$ cat src/rtl/u16u8_pkg.sv
`timescale 1ns / 1ps
// ----------------------------------------------------------------------------
// u16u8_pkg
// Shared types and constants of the UTF-16 to UTF-8 encoder.
// ----------------------------------------------------------------------------
package u16u8_pkg;

   localparam int UNIT_W   = 16;
   localparam int LEN_W    = 16;
   localparam int CP_W     = 21;
   localparam int NBYTES_W = 3;

   localparam logic [LEN_W-1:0] LIMIT_RESET = 16'hFFFF;
   localparam logic [LEN_W-1:0] LEN_MAX     = 16'hFFFF;

   // upper six bits of the surrogate ranges
   localparam logic [5:0] HIGH_SURR_TAG = 6'b110110;
   localparam logic [5:0] LOW_SURR_TAG  = 6'b110111;

   localparam logic [CP_W-1:0] SUPP_BASE = 21'h010000;
   localparam logic [CP_W-1:0] CP_2BYTE  = 21'h000080;
   localparam logic [CP_W-1:0] CP_3BYTE  = 21'h000800;
   localparam logic [CP_W-1:0] CP_4BYTE  = 21'h010000;

   localparam logic [7:0] LEAD_2 = 8'hC0;
   localparam logic [7:0] LEAD_3 = 8'hE0;
   localparam logic [7:0] LEAD_4 = 8'hF0;
   localparam logic [7:0] CONT   = 8'h80;
   localparam logic [5:0] CONT_MASK = 6'h3F;

   typedef enum logic [1:0] {
      STATUS_BUSY      = 2'd0,
      STATUS_DONE      = 2'd1,
      STATUS_BAD_PAIR  = 2'd2,
      STATUS_DANGLING  = 2'd3
   } status_type;

   // one group of results for one request
   typedef struct packed {
      logic [3:0][7:0]       bytes;      // byte 0 goes out first
      logic [NBYTES_W-1:0]   nbytes;     // 0 means one status-only result
      logic [LEN_W-1:0]      length;
      logic                  truncated;
      status_type            status;
   } group_type;

endpackage

$ cat src/rtl/utf16_to_utf8_encoder.sv
`timescale 1ns / 1ps
// ----------------------------------------------------------------------------
// utf16_to_utf8_encoder
// Streams UTF-16 code units in and UTF-8 bytes with string status out.
// ----------------------------------------------------------------------------
// Usage:
//   req_*  carries one code unit per request, req_tlast marks the end of a
//          string. rsp_* carries one result per byte, or one status-only
//          result (rsp_tuser low) when a unit yields no byte; rsp_tlast
//          marks the final result of each request.
//   csr_wr_en / csr_wr_data set the destination byte limit (reset 65535);
//          write it only while no request is in flight.
//   A request accepted into the input register moves on to the result
//          register once that is free, and its first result is driven on the
//          response channel from the result register.
//   Throughput: one request per cycle while each yields a single result
//          and rsp_tready stays high; a unit that encodes to n bytes holds the
//          result register until all n bytes are taken, so the next unit waits.
//   Reset clears the per-string state and sets the byte limit to 65535.
//   When rsp_tready is low the result register holds and, once the input
//          register is also full, req_tready drops.
// ----------------------------------------------------------------------------
module utf16_to_utf8_encoder
   import u16u8_pkg::*;
(
   input  logic                clock,
   input  logic                reset,
   input  logic                req_tvalid,
   output logic                req_tready,
   input  logic [15:0]         req_tdata,   // code_unit[15:0]
   input  logic                req_tlast,   // last_unit
   output logic                rsp_tvalid,
   input  logic                rsp_tready,
   output logic [31:0]         rsp_tdata,   // out_byte[7:0], encoded_length[23:8],
                                            // truncated[24], status[26:25], zero pad
   output logic                rsp_tuser,   // byte_valid
   output logic                rsp_tlast,   // last_of_run
   input  logic                csr_wr_en,
   input  logic [15:0]         csr_wr_data
);

   logic              in_valid_ff;
   logic [UNIT_W-1:0] in_unit_ff;
   logic              in_last_ff;
   logic              load_ok, fire;
   group_type         group;

   assign fire       = in_valid_ff && load_ok;
   assign req_tready = !in_valid_ff || load_ok;

   // input register
   always_ff @(posedge clock) begin
      if (reset) begin
         in_valid_ff <= 1'b0;
      end else if (req_tready) begin
         in_valid_ff <= req_tvalid;
      end
   end

   always_ff @(posedge clock) begin
      if (req_tready && req_tvalid) begin
         in_unit_ff <= req_tdata;
         in_last_ff <= req_tlast;
      end
   end

   u16u8_core u_core (
      .clock       (clock),
      .reset       (reset),
      .csr_wr_en   (csr_wr_en),
      .csr_wr_data (csr_wr_data),
      .fire        (fire),
      .unit        (in_unit_ff),
      .last        (in_last_ff),
      .group       (group)
   );

   u16u8_serializer u_ser (
      .clock      (clock),
      .reset      (reset),
      .load       (fire),
      .group      (group),
      .load_ok    (load_ok),
      .rsp_tvalid (rsp_tvalid),
      .rsp_tready (rsp_tready),
      .rsp_tdata  (rsp_tdata),
      .rsp_tuser  (rsp_tuser),
      .rsp_tlast  (rsp_tlast)
   );

endmodule

$ cat src/rtl/u16u8_core.sv
`timescale 1ns / 1ps
// ----------------------------------------------------------------------------
// u16u8_core
// Surrogate pairing, length accounting, limit check and UTF-8 byte forming
// for one registered code unit; holds the per-string state and the limit.
// ----------------------------------------------------------------------------
module u16u8_core
   import u16u8_pkg::*;
(
   input  logic                clock,
   input  logic                reset,
   input  logic                csr_wr_en,
   input  logic [LEN_W-1:0]    csr_wr_data,
   input  logic                fire,
   input  logic [UNIT_W-1:0]   unit,
   input  logic                last,
   output group_type           group
);

   logic [LEN_W-1:0] limit_ff;
   logic [9:0]       hi_ff, hi_in;
   logic             pend_ff, pend_in;
   logic [LEN_W-1:0] written_ff, written_in;
   logic [LEN_W-1:0] total_ff, total_in;
   logic             stop_ff, stop_in;
   logic             err_ff, err_in;

   logic             is_high, is_low, have;
   logic [CP_W-1:0]  cp;
   logic [NBYTES_W-1:0] n, nout;
   logic [LEN_W:0]   total_sum, written_sum;
   logic [3:0][7:0]  enc;
   status_type       status;

   assign is_high = (unit[15:10] == HIGH_SURR_TAG);
   assign is_low  = (unit[15:10] == LOW_SURR_TAG);

   // surrogate pairing
   always_comb begin
      hi_in   = hi_ff;
      pend_in = pend_ff;
      err_in  = err_ff;
      have    = 1'b0;
      cp      = '0;
      if (!err_ff) begin
         if (!pend_ff) begin
            if (is_high) begin
               hi_in   = unit[9:0];
               pend_in = 1'b1;
            end else begin
               cp   = {5'd0, unit};
               have = 1'b1;
            end
         end else if (is_low) begin
            cp      = {1'b0, hi_ff, unit[9:0]} + SUPP_BASE;
            hi_in   = '0;
            pend_in = 1'b0;
            have    = 1'b1;
         end else begin
            err_in  = 1'b1;
            hi_in   = '0;
            pend_in = 1'b0;
         end
      end
   end

   // encoded size
   always_comb begin
      if (cp < CP_2BYTE)      n = 3'd1;
      else if (cp < CP_3BYTE) n = 3'd2;
      else if (cp < CP_4BYTE) n = 3'd3;
      else                    n = 3'd4;
   end

   // byte forming
   always_comb begin
      enc = '0;
      case (n)
         3'd1: enc[0] = cp[7:0];
         3'd2: begin
            enc[0] = LEAD_2 | {3'd0, cp[10:6]};
            enc[1] = CONT | {2'd0, cp[5:0] & CONT_MASK};
         end
         3'd3: begin
            enc[0] = LEAD_3 | {4'd0, cp[15:12]};
            enc[1] = CONT | {2'd0, cp[11:6]};
            enc[2] = CONT | {2'd0, cp[5:0]};
         end
         default: begin
            enc[0] = LEAD_4 | {5'd0, cp[20:18]};
            enc[1] = CONT | {2'd0, cp[17:12]};
            enc[2] = CONT | {2'd0, cp[11:6]};
            enc[3] = CONT | {2'd0, cp[5:0]};
         end
      endcase
   end

   // length total and limit check
   assign total_sum   = {1'b0, total_ff} + {{(LEN_W-NBYTES_W+1){1'b0}}, n};
   assign written_sum = {1'b0, written_ff} + {{(LEN_W-NBYTES_W+1){1'b0}}, n};

   always_comb begin
      total_in   = total_ff;
      written_in = written_ff;
      stop_in    = stop_ff;
      nout       = '0;
      if (have) begin
         total_in = total_sum[LEN_W] ? LEN_MAX : total_sum[LEN_W-1:0];
         if (!stop_ff) begin
            if (written_sum > {1'b0, limit_ff}) begin
               stop_in = 1'b1;
            end else begin
               nout       = n;
               written_in = written_sum[LEN_W-1:0];
            end
         end
      end
   end

   always_comb begin
      if (err_in)    status = STATUS_BAD_PAIR;
      else if (last) status = pend_in ? STATUS_DANGLING : STATUS_DONE;
      else           status = STATUS_BUSY;
   end

   assign group.bytes     = (nout != '0) ? enc : '0;
   assign group.nbytes    = nout;
   assign group.length    = total_in;
   assign group.truncated = stop_in;
   assign group.status    = status;

   // byte limit register
   always_ff @(posedge clock) begin
      if (reset) begin
         limit_ff <= LIMIT_RESET;
      end else if (csr_wr_en) begin
         limit_ff <= csr_wr_data;
      end
   end

   // per-string state, cleared after the last unit
   always_ff @(posedge clock) begin
      if (reset) begin
         hi_ff      <= '0;
         pend_ff    <= 1'b0;
         written_ff <= '0;
         total_ff   <= '0;
         stop_ff    <= 1'b0;
         err_ff     <= 1'b0;
      end else if (fire) begin
         if (last) begin
            hi_ff      <= '0;
            pend_ff    <= 1'b0;
            written_ff <= '0;
            total_ff   <= '0;
            stop_ff    <= 1'b0;
            err_ff     <= 1'b0;
         end else begin
            hi_ff      <= hi_in;
            pend_ff    <= pend_in;
            written_ff <= written_in;
            total_ff   <= total_in;
            stop_ff    <= stop_in;
            err_ff     <= err_in;
         end
      end
   end

   // a held surrogate is dropped as soon as an error is flagged
   assert property (@(posedge clock) disable iff (reset) err_ff |-> !pend_ff)
      else $error("surrogate held after pairing error");

endmodule

$ cat src/rtl/u16u8_serializer.sv
`timescale 1ns / 1ps
// ----------------------------------------------------------------------------
// u16u8_serializer
// Result register that holds one group of up to four bytes and hands them
// to the response channel one per cycle while rsp_tready is high.
// ----------------------------------------------------------------------------
module u16u8_serializer
   import u16u8_pkg::*;
(
   input  logic         clock,
   input  logic         reset,
   input  logic         load,
   input  group_type    group,
   output logic         load_ok,
   output logic         rsp_tvalid,
   input  logic         rsp_tready,
   output logic [31:0]  rsp_tdata,   // out_byte[7:0], encoded_length[23:8],
                                     // truncated[24], status[26:25], zero pad
   output logic         rsp_tuser,   // byte_valid
   output logic         rsp_tlast    // last_of_run
);

   logic       busy_ff, busy_in;
   group_type  grp_ff;
   logic [1:0] idx_ff, idx_in;
   logic [1:0] top_ff;
   logic       at_end, take;

   assign at_end  = (idx_ff == top_ff);
   assign take    = busy_ff && rsp_tready;
   assign load_ok = !busy_ff || (take && at_end);

   // index and busy control
   always_comb begin
      busy_in = busy_ff;
      idx_in  = idx_ff;
      if (load) begin
         busy_in = 1'b1;
         idx_in  = '0;
      end else if (take) begin
         if (at_end) busy_in = 1'b0;
         else        idx_in  = idx_ff + 2'd1;
      end
   end

   always_ff @(posedge clock) begin
      if (reset) begin
         busy_ff <= 1'b0;
         idx_ff  <= '0;
      end else begin
         busy_ff <= busy_in;
         idx_ff  <= idx_in;
      end
   end

   // payload capture
   always_ff @(posedge clock) begin
      if (load) begin
         grp_ff <= group;
         top_ff <= (group.nbytes == '0) ? 2'd0 : 2'(group.nbytes - 3'd1);
      end
   end

   assign rsp_tvalid = busy_ff;
   assign rsp_tdata  = {5'd0, grp_ff.status, grp_ff.truncated, grp_ff.length,
                        grp_ff.bytes[idx_ff]};
   assign rsp_tuser  = (grp_ff.nbytes != '0);
   assign rsp_tlast  = at_end;

   // a new group only lands when the previous one is finished
   assert property (@(posedge clock) disable iff (reset) load |-> load_ok)
      else $error("group loaded over pending results");

   // index never runs past the byte count
   assert property (@(posedge clock) disable iff (reset) busy_ff |-> idx_ff <= top_ff)
      else $error("byte index beyond group");

   // a status-only result is always the single last one
   assert property (@(posedge clock) disable iff (reset)
      (rsp_tvalid && !rsp_tuser) |-> (rsp_tlast && idx_ff == 2'd0))
      else $error("status-only result not alone");

   // a stalled group keeps its position
   assert property (@(posedge clock) disable iff (reset)
      (busy_ff && !rsp_tready) |=> (busy_ff && $stable(idx_ff)))
      else $error("byte position moved while stalled");

endmodule
$ cat config.mk
export PLATFORM = sky130hd
export DESIGN_NAME = utf16_to_utf8_encoder
export DESIGN_NICKNAME = d
export VERILOG_FILES = /design/src/rtl/u16u8_pkg.sv /design/src/rtl/utf16_to_utf8_encoder.sv /design/src/rtl/u16u8_core.sv /design/src/rtl/u16u8_serializer.sv
export SDC_FILE = /design/constraint.sdc
export NUM_CORES = 1
export LEC_CHECK = 0
export BUFFER_PORTS_ARGS = -buffer_cell sky130_fd_sc_hd__buf_2
export CORE_MARGIN = 3
export CORE_UTILIZATION = 45
export CTS_BUF_LIST = sky130_fd_sc_hd__clkbuf_16
export CTS_CLUSTER_SIZE = 30
export DETAILED_ROUTE_END_ITERATION = 16
export PLACE_DENSITY = 0.72
export SETUP_SLACK_MARGIN = 0.15
export SYNTH_ARGS = -nofsm -noshare
export SYNTH_HDL_FRONTEND = slang
export SYNTH_HIERARCHICAL = 1
export SYNTH_SLANG_ARGS = --single-unit
$ cat constraint.sdc
create_clock -name clock -period 7.8 [get_ports clock]
set_clock_uncertainty 0.2 [all_clocks]
set_input_delay 1.17 -clock clock [delete_from_list [all_inputs] [get_ports clock]]
set_output_delay 1.17 -clock clock [all_outputs]
set_load 0.02 [all_outputs]
==> results.py <==
metrics = {
    "global_route": {
        "grt_pass1_wl_um": 25900,
        "grt-ovfl-total": 0,
        "grt_usage_pct": 18.0,
        "grt_max_degree": 68,
        "grt_pass1_vias": 5114,
        "antenna_found_initial": 0,
    },
    "drt": {
        "vias": 5575,
        "ant_nets": 0,
        "dr.first_iter.drc_count": 528,
        "drt_wl_total_um": 15800,
        "avgRoutedWirePerCell_um": 15.7,
        "drc_errors": 0,
        "drt_pass1_iterations": 5,
        "vias_per_cell": 5.54,
    },
    "floorplanning": {
        "die_h_um": 134,
        "die_w_um": 134,
        "dieArea_um2": 17800,
        "core-area_um2": 15900,
        "start_util_pct": 46.1,
        "rows": 46,
        "ios": 74,
    },
    "synth": {
        "synthArstFlopShare_pct": 0,
        "synth_area_um2": 7320,
        "synth_common_cells": "86 x nand2_1, 73 x edfxtp_1, 65 x dfxtp_1",
        "synth_most_common_cell": "nand2_1",
        "postSynthCellCount": 744,
        "yosysWarnings": 6,
        "synth_top_area_share_pct": 29.9,
        "ys.flop_type": "edfxtp_1",
        "ys_types": 71,
        "synth_area_leaders": "edfxtp_1 30%, dfxtp_1 18%, nand2_1 4.4%",
        "synth.largest_area_cell": "edfxtp_1",
        "synth-seq-cells": 138,
        "avgSynthCellArea_um2": 9.84,
        "synth_edf_count": 73,
        "ys_seq_area_share_pct": 47.7,
    },
    "clock_tree": {
        "hold_buffers": 0,
        "postCtsSetupRepairBufs": 0,
        "clock_latency_ns": 0.43,
        "cts-root-buf": "clkbuf_16",
        "cts_buffers": 17,
        "cts_buffer_depth": 2,
        "cts.sinks": 138,
        "cts_repair_resize_count": 0,
        "cts_tree": "done",
        "htree_levels": 4,
        "clk_pin_slew_worst_paths_ns": 0.06,
    },
    "pwr": {
        "power_density_nw_per_um2": 206,
        "vdd_drop_max_uv": 160,
        "p_leak_nw": 3.31,
        "pwr-share-comb_pct": 8.0,
        "p_seq_share_pct": 48.3,
        "sw_frac_of_total_pct": 23.5,
        "power_frac_clock_pct": 43.7,
        "p_int_mw": 1.29,
        "power_switching_uw": 396,
    },
    "place": {
        "gp_congestion": 0.842,
        "place_area_um2": 7630,
        "io_buffers": 68,
        "hpwl_um": 11100,
    },
    "timing": {
        "rsz0062_at_grt": "no",
        "fin_tns_setup_ns": 0,
        "hold_viol_final": 0,
        "fin_crit_ns": 6.96,
        "finalSetupViolations": 0,
        "slew_violations": 0,
        "fmax_mhz": 144,
        "slew_headroom_pct": 14.9,
        "tightest_slew_ns": 1.24,
        "fin_crit_sh_pct": 89.2,
    },
    "cells_and_area": {
        "nets": 841,
        "final_cell_area_um2": 8170,
        "syn_to_final_growth_pct": 11.6,
        "drive_gt1_share_pct": 15.2,
        "diodes": 0,
    },
    "critical_path": {
        "critPathArrivalTime_ns": 6.94,
        "critical_path_class": "register to register",
        "worst-path-max-fanout": 29,
        "required_ns": 7.78,
        "crit_path_start_kind": "register",
        "worst_setup_path_end_kind": "register",
    },
    "status": {
        "status": "finished, final reports clean",
    },
    "hold_path": {
        "hold_path_class": "register to register",
    },
    "flow_run": {
        "maxCapViolations": 0,
    },
}
## registers in the layout, indices dropped and copies added, names as in the netlist, 2 cells and up
register	count
u_ser/grp_ff	35
u_ser/rsp_tdata	19
in_unit_ff	16
u_core/limit_ff	16
u_core/total_ff	16
u_core/written_ff	16
u_core/hi_ff	10
u_ser/idx_ff	2
u_ser/top_ff	2
## power by group through the flow
| stage | clock network, mW | registers (mW) | logic (mW) |
|---|---|---|---|
| 2_1_floorplan | 0 | 0.823 | 0.104 |
| 3_3_place_gp | 0 | 0.829 | 0.133 |
| 3_5_place_dp | 0 | 0.831 | 0.135 |
| 4_1_cts | 0.750 | 0.815 | 0.135 |
| 5_1_grt | 0.777 | 0.818 | 0.150 |
| 6_report | 0.737 | 0.815 | 0.135 |
## layer usage
metal	GRT usage (%)	vias up	part of all wire, %
met5	0	-	0
met4	5.94	0	1.3
met1	25.7	2621	48
met3	4.12	19	5.4
met2	27.3	157	46
li1	-	2778	-
## kinds of logic after synthesis
family,after synthesis,synth area share [%]
buf+inv,99,6.82
other cells,2,0.103
fa+ha+maj,26,4.65
flops,138,47.7
xor+xnor,26,3.11
compound gates,172,15.2
mux,20,4.56
simple gates,261,17.9
## area by class of cell
cell class                      count  area [µm²]
Timing Repair Buffer               76         400
Multi-Input combinational cell    513        3350
Clock inverter                     14        88.8
Inverter                           31         116
Tap cell                          216         270
Clock buffer                       18         450
Sequential cell                   138        3490
Fill cell                        1460        7710
## metrics by stage
| stage | utilization [%] | total power, mW | hold slack, ns | cells | setup slack [ns] |
|---|---|---|---|---|---|
| 6_report | 51.5 | 1.69 | 0.260 | 1006 | 0.842 |
| 5_1_grt | 51.5 | 1.75 | 0.293 | 1006 | 0.242 |
| 4_1_cts | 51.5 | 1.70 | 0.259 | 1006 | 0.983 |
| 3_5_place_dp | 48.1 | 0.965 | 0.252 | 974 | 1.01 |
| 3_3_place_gp | 48.1 | 0.963 | 0.251 | 974 | 1.27 |
| 2_1_floorplan | - | 0.927 | 0.232 | 750 | 2.07 |
## layout by cell type, fill, tap and decap left out, types with 22 or more instances in the layout
cell type	instances
nand2_1	86
ha_1	24
inv_1	34
dfxtp_1	65
edfxtp_1	73
o211ai_1	22
o21ai_0	29
nand3_1	44
a21oi_1	55
and3_1	22
buf_2	68
nor2_1	41
## worst paths after layout
path,cells past startpoint,slack [ns],endpoint,from
setup / recovery,22,0.84,u_ser/top_ff[1]$_SDFFCE_PN0P_,u_core/pend_ff$_SDFFE_PP0P_
hold / removal,2,0.26,u_core/hi_ff[3]$_SDFFE_PP0P_,u_core/hi_ff[3]$_SDFFE_PP0P_
setup reg to reg,22,0.84,u_ser/top_ff[1]$_SDFFCE_PN0P_,u_core/pend_ff$_SDFFE_PP0P_
hold reg to reg,2,0.26,u_core/hi_ff[3]$_SDFFE_PP0P_,u_core/hi_ff[3]$_SDFFE_PP0P_
## critical path: stages, from the launching register on
cell	delay, ns
dfxtp_1	0.64
nand2b_1	0.10
a2111oi_0	1.09
a211oi_1	0.09
buf_4	0.24
nor2_1	0.22
nor2_1	0.16
ha_1	0.32
a21o_1	0.15
a21oi_1	0.33
nor2_1	0.22
and3_1	0.24
xor2_1	0.20
ha_1	0.28
o21ai_0	0.16
nor2_1	0.06
a2111oi_0	0.46
o211ai_1	0.25
a21o_1	0.53
nor3_1	0.34
inv_1	0.08
ha_1	0.28
nor2_1	0.04
Note: power is estimated with default switching activity, not from simulation.
